## src/hdl/fpfa_pkg.sv

```systemverilog
package fpfa_pkg;

	localparam int MAX_PARTS = 16;
	localparam int IDX_W     = $clog2(MAX_PARTS);
	localparam int CNT_W     = $clog2(MAX_PARTS + 1);
	localparam int SIZE_W    = 20;
	localparam int BASE_W    = 24;
	localparam int OWNER_W   = 16;

	typedef enum logic [1:0] {
		OP_CLEAR  = 2'd0,
		OP_APPEND = 2'd1,
		OP_ALLOC  = 2'd2,
		OP_NONE   = 2'd3
	} opcode_t;

	typedef enum logic [1:0] {
		STAT_DONE  = 2'd0,
		STAT_ALLOC = 2'd1,
		STAT_NOFIT = 2'd2,
		STAT_FULL  = 2'd3
	} status_t;

	typedef enum logic [1:0] {
		POL_FIRST = 2'd0,
		POL_BEST  = 2'd1,
		POL_WORST = 2'd2,
		POL_NONE  = 2'd3
	} policy_t;

	typedef enum logic [1:0] {
		S_IDLE,
		S_SCAN,
		S_WRITE,
		S_EMIT
	} state_t;

endpackage

```

## src/hdl/fixed_partition_fit_allocator.sv

```systemverilog
// channel  direction  handshake                   payload
// in       to block   in_valid / in_stall         opcode, amount, process_id
// out      from block out_valid / out_stall       status, slot_index, slot_base, slot_size
// cfg      to block   cfg_wr_en (no wait)         cfg_wr_data = fit_policy
//
// clear, append and unknown opcodes write the pending result at accept, then wait in the emit state
// allocate scans one partition per cycle through the shared size compare unit, then
// passes a writeback state and a result state; first fit stops early
// the block takes one word at a time; in_stall is high from accept until the result
// has moved into the output register, which holds while out_stall is high
// arst_n clears the sequencer, part_count, next_base, fit_policy and out_valid;
// the partition store itself is not cleared, only entries below part_count are read
module fixed_partition_fit_allocator (
	input  logic        clk,
	input  logic        arst_n,
	input  logic        in_valid,
	output logic        in_stall,
	input  logic [1:0]  opcode,
	input  logic [19:0] amount,
	input  logic [15:0] process_id,
	output logic        out_valid,
	input  logic        out_stall,
	output logic [1:0]  status,
	output logic [3:0]  slot_index,
	output logic [23:0] slot_base,
	output logic [19:0] slot_size,
	input  logic        cfg_wr_en,
	input  logic [1:0]  cfg_wr_data
);

	// partition store, written at one address and read at the scan pointer only
	logic [fpfa_pkg::SIZE_W-1:0]  part_size_q  [fpfa_pkg::MAX_PARTS];
	logic [fpfa_pkg::BASE_W-1:0]  part_base_q  [fpfa_pkg::MAX_PARTS];
	logic                         part_free_q  [fpfa_pkg::MAX_PARTS];
	logic [fpfa_pkg::OWNER_W-1:0] part_owner_q [fpfa_pkg::MAX_PARTS];

	logic [fpfa_pkg::CNT_W-1:0]   part_count_q;
	logic [fpfa_pkg::BASE_W-1:0]  next_base_q;
	fpfa_pkg::policy_t            fit_policy_q;

	fpfa_pkg::state_t             state_q, state_d;

	// latched request
	logic [fpfa_pkg::SIZE_W-1:0]  req_q;
	logic [fpfa_pkg::OWNER_W-1:0] pid_q;

	// scan pointer and running winner
	logic [fpfa_pkg::IDX_W-1:0]   scan_idx_q;
	logic                         found_q;
	logic [fpfa_pkg::IDX_W-1:0]   win_idx_q;
	logic [fpfa_pkg::SIZE_W-1:0]  win_size_q;
	logic [fpfa_pkg::BASE_W-1:0]  win_base_q;

	// pending result, waiting for the output register
	fpfa_pkg::status_t            res_status_q;
	logic [fpfa_pkg::IDX_W-1:0]   res_index_q;
	logic [fpfa_pkg::BASE_W-1:0]  res_base_q;
	logic [fpfa_pkg::SIZE_W-1:0]  res_size_q;

	logic                         out_valid_q;
	fpfa_pkg::status_t            out_status_q;
	logic [fpfa_pkg::IDX_W-1:0]   out_index_q;
	logic [fpfa_pkg::BASE_W-1:0]  out_base_q;
	logic [fpfa_pkg::SIZE_W-1:0]  out_size_q;

	logic                         in_acc;
	logic                         out_load;
	logic                         scan_last;
	logic                         scan_stop;
	logic                         take;
	fpfa_pkg::opcode_t            op;

	// shared compare unit, fed from the scan pointer
	logic [fpfa_pkg::SIZE_W-1:0]  size_rd;
	logic [fpfa_pkg::BASE_W-1:0]  base_rd;
	logic                         free_rd;
	logic [fpfa_pkg::SIZE_W-1:0]  worst_ref;
	logic                         fits;
	logic                         smaller;
	logic                         larger;

	assign op      = fpfa_pkg::opcode_t'(opcode);
	assign size_rd = part_size_q[scan_idx_q];
	assign base_rd = part_base_q[scan_idx_q];
	assign free_rd = part_free_q[scan_idx_q];

	assign worst_ref = found_q ? win_size_q : '0;
	assign fits      = free_rd && (size_rd >= req_q);
	assign smaller   = size_rd < win_size_q;
	assign larger    = size_rd > worst_ref;

	// candidate decision for the current entry
	always_comb begin
		case (fit_policy_q)
			fpfa_pkg::POL_FIRST: take = fits;
			fpfa_pkg::POL_BEST:  take = fits && (!found_q || smaller);
			fpfa_pkg::POL_WORST: take = fits && larger;
			default:             take = 1'b0;
		endcase
	end

	// next state
	always_comb begin
		state_d = state_q;
		case (state_q)
			fpfa_pkg::S_IDLE: begin
				if (in_valid) begin
					if (op == fpfa_pkg::OP_ALLOC && part_count_q != '0)
						state_d = fpfa_pkg::S_SCAN;
					else if (op == fpfa_pkg::OP_ALLOC)
						state_d = fpfa_pkg::S_WRITE;
					else
						state_d = fpfa_pkg::S_EMIT;
				end
			end
			fpfa_pkg::S_SCAN: begin
				if (scan_stop)
					state_d = fpfa_pkg::S_WRITE;
			end
			fpfa_pkg::S_WRITE: state_d = fpfa_pkg::S_EMIT;
			fpfa_pkg::S_EMIT: begin
				if (out_load)
					state_d = fpfa_pkg::S_IDLE;
			end
			default: state_d = fpfa_pkg::S_IDLE;
		endcase
	end

	// sequencer outputs
	always_comb begin
		in_stall  = (state_q != fpfa_pkg::S_IDLE);
		in_acc    = in_valid && (state_q == fpfa_pkg::S_IDLE);
		scan_last = (({1'b0, scan_idx_q} + fpfa_pkg::CNT_W'(1)) == part_count_q);
		// first fit ends the scan on its first hit
		scan_stop = scan_last || (take && fit_policy_q == fpfa_pkg::POL_FIRST);
		out_load  = (state_q == fpfa_pkg::S_EMIT) && (!out_valid_q || !out_stall);
	end

	always_ff @(posedge clk or negedge arst_n) begin
		if (!arst_n) begin
			state_q      <= fpfa_pkg::S_IDLE;
			part_count_q <= '0;
			next_base_q  <= '0;
			fit_policy_q <= fpfa_pkg::POL_FIRST;
			out_valid_q  <= 1'b0;
		end else begin
			state_q <= state_d;
			if (cfg_wr_en)
				fit_policy_q <= fpfa_pkg::policy_t'(cfg_wr_data);
			if (in_acc) begin
				case (op)
					fpfa_pkg::OP_CLEAR: begin
						part_count_q <= '0;
						next_base_q  <= '0;
					end
					fpfa_pkg::OP_APPEND: begin
						if (part_count_q != fpfa_pkg::CNT_W'(fpfa_pkg::MAX_PARTS)) begin
							part_count_q <= part_count_q + fpfa_pkg::CNT_W'(1);
							// base wraps at the address width
							next_base_q  <= next_base_q + fpfa_pkg::BASE_W'(amount);
						end
					end
					default: ;
				endcase
			end
			if (out_load)
				out_valid_q <= 1'b1;
			else if (!out_stall)
				out_valid_q <= 1'b0;
		end
	end

	// datapath, no reset needed
	always_ff @(posedge clk) begin
		if (in_acc) begin
			req_q      <= amount;
			pid_q      <= process_id;
			scan_idx_q <= '0;
			found_q    <= 1'b0;
			win_idx_q  <= '0;
			win_size_q <= '0;
			win_base_q <= '0;
			if (op == fpfa_pkg::OP_APPEND
					&& part_count_q != fpfa_pkg::CNT_W'(fpfa_pkg::MAX_PARTS)) begin
				part_size_q[part_count_q[fpfa_pkg::IDX_W-1:0]]  <= amount;
				part_base_q[part_count_q[fpfa_pkg::IDX_W-1:0]]  <= next_base_q;
				part_free_q[part_count_q[fpfa_pkg::IDX_W-1:0]]  <= 1'b1;
				part_owner_q[part_count_q[fpfa_pkg::IDX_W-1:0]] <= '0;
				res_status_q <= fpfa_pkg::STAT_DONE;
				res_index_q  <= part_count_q[fpfa_pkg::IDX_W-1:0];
				res_base_q   <= next_base_q;
				res_size_q   <= amount;
			end else begin
				// append on a full table, or a word with no partition to report
				if (op == fpfa_pkg::OP_APPEND)
					res_status_q <= fpfa_pkg::STAT_FULL;
				else
					res_status_q <= fpfa_pkg::STAT_DONE;
				res_index_q <= '0;
				res_base_q  <= '0;
				res_size_q  <= '0;
			end
		end
		if (state_q == fpfa_pkg::S_SCAN) begin
			scan_idx_q <= scan_idx_q + fpfa_pkg::IDX_W'(1);
			if (take) begin
				found_q    <= 1'b1;
				win_idx_q  <= scan_idx_q;
				win_size_q <= size_rd;
				win_base_q <= base_rd;
			end
		end
		if (state_q == fpfa_pkg::S_WRITE) begin
			if (found_q) begin
				part_free_q[win_idx_q]  <= 1'b0;
				part_owner_q[win_idx_q] <= pid_q;
				res_status_q <= fpfa_pkg::STAT_ALLOC;
				res_index_q  <= win_idx_q;
				res_base_q   <= win_base_q;
				res_size_q   <= win_size_q;
			end else begin
				res_status_q <= fpfa_pkg::STAT_NOFIT;
			end
		end
		if (out_load) begin
			out_status_q <= res_status_q;
			out_index_q  <= res_index_q;
			out_base_q   <= res_base_q;
			out_size_q   <= res_size_q;
		end
	end

	assign out_valid  = out_valid_q;
	assign status     = out_status_q;
	assign slot_index = out_index_q;
	assign slot_base  = out_base_q;
	assign slot_size  = out_size_q;

endmodule

```

## config.mk

```make
export PLATFORM = sky130hd
export DESIGN_NAME = fixed_partition_fit_allocator
export DESIGN_NICKNAME = d
export VERILOG_FILES = /design/src/hdl/fpfa_pkg.sv /design/src/hdl/fixed_partition_fit_allocator.sv
export SDC_FILE = /design/constraint.sdc
export NUM_CORES = 1
export LEC_CHECK = 0
export BUFFER_PORTS_ARGS = -buffer_cell sky130_fd_sc_hd__buf_4
export CORE_MARGIN = 8
export CORE_UTILIZATION = 45
export CTS_BUF_LIST = sky130_fd_sc_hd__clkbuf_8
export DETAILED_ROUTE_END_ITERATION = 12
export PLACE_DENSITY_LB_ADDON = 0.25
export SYNTH_ARGS = -nofsm -noshare
export SYNTH_HDL_FRONTEND = slang
export SYNTH_SLANG_ARGS = --single-unit
```

## constraint.sdc

```tcl
create_clock -name clk -period 4.85 [get_ports clk]
set_input_delay 0.7275 -clock clk [delete_from_list [all_inputs] [get_ports clk]]
set_output_delay 0.7275 -clock clk [all_outputs]
set_load 0.005 [all_outputs]
```

==> flow_summary.yaml <==
worst_setup_path:
  r2r-end: "win_base_q[10]"
  r2r_slack_ns: 0.33
  rr_worst_depth: 12
  crit_required_ns: 5.55
  cp.arrival_ns: 5.21
  path_max_fanout: 32
  endpoint_kind: "flip-flop"
  critPathLaunchType: "flip-flop"
  critPathKind: "reg2reg"
yosys:
  yosysUniqueCellTypes: 62
  syn_inst: 2041
  syn-num-nets: 2179
  async_flop_share: 0.0365
  netlist_area_um2: 37400
  ys.flop_type: "edfxtp_1"
  seq_area_frac_synth: 0.716
  synth-edff-count: 796
  yosysWarnings: 0
  ys_ff_latch: 931
  syn_area_per_cell_um2: 18.3
die:
  coreArea_um2: 82200
  die_y_um: 304
  die_area_um2: 92600
  row_count: 105
  ios: 97
  start_util: 0.455
  die_w_um: 304
clock_network:
  ctsHtreeMaxLevel: 4
  cts_buffers: 149
  cts.sinks: 931
  cts_resized: 0
  clk_path_buf_depth: 3
  cts_tree: "built"
  path_clk_slew_ns: 0.06
  worstSkewPairLatency_ns: 0.79
  cts_root_buffer: "clkbuf_8"
timing:
  final_min_period_over_clock_period: 0.931
  setup_ws_ns: 0.333
  finalClockSkew_ns: 0.0418
  hold_violations: 0
  max_freq_ghz: 0.221
  maxSlewHeadroom: 0.254
  worst_hold_slack_ns: 0.144
  slew_violations: 0
  fin_crit_ns: 4.52
  worst_slew_pin_slew_ns: 1.12
  rsz0062_at_grt: "false"
  setup_viol: 0
global_route:
  grt_max_degree: 70
  grt_pass1_vias: 20800
  antenna_found_initial: 6
  grt.total_usage: 0.192
  grt_first_pass_wirelength_mm: 133
  grt-ovfl-total: 0
placement:
  place_congestion: 0.802
  port_buffers: 80
  placed_area_um2: 39700
  dp.cells: 3157
  dp_hpwl_mm: 50.8
  pre_cts_ws_ns: 0.332
finish:
  final_cell_mix: "edfxtp_1 (796), mux4_2 (224), clkbuf_8 (166)"
  multi_input_area_um2: 9990
  drive_gt1_frac: 0.249
  n_fill_cell: 6539
  fin_area_um2: 42600
  nets: 2377
  regArea_um2: 26800
  instances_no_fill: 3428
  layout_commonest_cell: "edfxtp_1"
  syn2layout_area_growth_pct: 13.8
drt:
  wl_mm: 88.9
  vias: 19700
  viasPerCell: 5.76
  wl_per_cell_um: 25.9
  wl_met3_mm: 5.98
  ant_nets: 0
  dr_wl_met2_mm: 42.4
  drt-met1-wl_mm: 38.2
  drt-pass1-iter-count: 5
  drt_iter0_drc: 1816
  drc_errors: 0
  top_layer: "met4"
power_and_ir_drop:
  combinationalPowerShare: 0.295
  pwr-share-seq: 0.449
  powerDensity_nw_per_um2: 580
  p_int_w: 0.0168
  p_sw_w: 0.00786
  ir_drop_v: 0.000291
  clkPwrFrac: 0.257
  leakage_nw: 15.1
  p_sw_frac: 0.319
hold_path:
  min_path_cells: 2
  hp-class: "in2reg"
  worstHoldEndpoint: "fit_policy_q[0]"
  hp-start: "cfg_wr_en"
run_status:
  run_status: "finished, final reports clean"
job:
  max-cap-violations: 0
-- worst max path at each step --
stage               from  slack, ns  cells after the start           endpoint
2_1_floorplan  opcode[1]      -0.56                      6  part_base_q[1][0]
3_3_place_gp   flip-flop       0.38                     12      win_base_q[5]
3_5_place_dp   flip-flop       0.33                     12      win_base_q[1]
4_1_cts        flip-flop       0.31                     12     win_base_q[10]
5_1_grt        flip-flop       0.11                     12     win_base_q[12]
6_report       flip-flop       0.33                     12     win_base_q[10]
-- logic make-up (layout without fill, tap and decap cells) --
| family | after synthesis | count (layout) | share of synthesized area |
|---|---|---|---|
| adders and majority gates | 93 | 93 | 0.0313 |
| xor gates and xnor gates | 21 | 21 | 0.00492 |
| AOI/OAI and AO/OA | 224 | 224 | 0.0415 |
| and+or+nand+nor | 296 | 296 | 0.0351 |
| buffers and inverters | 196 | 510 | 0.0214 |
| other | 0 | 3 | 0 |
| muxes | 280 | 280 | 0.150 |
| DFF | 931 | 931 | 0.716 |
-- worst max-delay path, cell delays in order (launching register included) --
cell	delay (ns)
dfxtp_4	0.63
buf_12	0.28
mux4_2	0.56
mux4_2	0.62
ha_1	0.33
nand2_1	0.06
nor4_1	0.51
nand4_1	0.17
a211oi_1	0.25
nor3_1	0.11
o211ai_4	0.23
buf_12	0.33
mux2i_1	0.24
-- power groups by stage --
stage	Sequential [W]	Combinational [W]	Clock, W
6_report	0.0111	0.00727	0.00634
5_1_grt	0.0112	0.00804	0.00681
4_1_cts	0.0111	0.00736	0.00648
3_5_place_dp	0.0113	0.00732	0
3_3_place_gp	0.0112	0.00719	0
2_1_floorplan	0.0107	0.00539	0
-- state kept, by name, summed over array words and instances (netlist names), 2 cells and up, named ones only --
register / flops
fit_policy_q: 2
next_base_q: 24
part_base_q: 384
part_count_q: 5
part_free_q: 16
part_size_q: 320
req_q: 20
res_base_q: 24
res_index_q: 4
res_size_q: 20
res_status_q: 2
scan_idx_q: 4
slot_base: 24
slot_index: 4
slot_size: 20
state_q: 2
status: 2
win_base_q: 24
win_idx_q: 4
win_size_q: 20
-- synth_stat cells (all sizes together) (3+ instances only) --
cell type,count,area [µm²]
a211oi,6,45.0
and2,7,43.8
buf,41,219
a221oi,49,429
a22o,5,43.8
nor2b,7,43.8
clkbuf,52,195
xnor2,8,70.1
o21bai,3,22.5
nand4,13,81.3
o21a,7,52.6
ha,92,1150
mux2i,54,541
a21oi,55,275
nand2b,12,75.1
mux4,224,5040
a2111oi,3,26.3
inv,102,383
a31oi,10,62.6
xor2,13,114
nand3,9,45.0
nor4,3,18.8
or3,7,43.8
nor3,10,50.1
nor2,107,402
a32o,3,30.0
a21o,27,203
edfxtp,796,23900
o211ai,3,27.5
nand3b,3,22.5
nor3b,4,30.0
o31ai,3,22.5
o21ai,32,160
dfrtp,34,851
dfxtp,101,2020
nand2,107,402
o22ai,3,18.8
-- stage by stage --
step,power [W],TNS [ns],util
floorplan,0.0161,-49.68,-
global placement,0.0184,0,0.483
detailed placement,0.0186,0,0.483
CTS,0.0249,0,0.518
global route,0.0261,0,0.518
finish,0.0247,0,0.518
-- layer usage --
| layer | vias to the layer above | global-route usage |
|---|---|---|
| met5 | - | 0 |
| li1 | 8588 | - |
| met1 | 10300 | 0.260 |
| met2 | 687 | 0.308 |
| met4 | 0 | 0.0630 |
| met3 | 164 | 0.0430 |
-- area by class of cell --
class	instances	area share
sequential	931	0.629
multi-input combinational	914	0.235
clock buffer	166	0.0537
tap	1070	0.0314
timing repair buffer	140	0.0294
clock inverter	101	0.0123
inverter	103	0.00908
antenna	3	0.000176
-- repair_timing --
| item | 4_1_cts | 5_1_grt |
|---|---|---|
| setup buffers | 0 | 0 |
| hold endpoints to repair | 34 | 0 |
| hold buffers | 1 | 0 |
No activity file was read; power rests on OpenSTA's default activity.
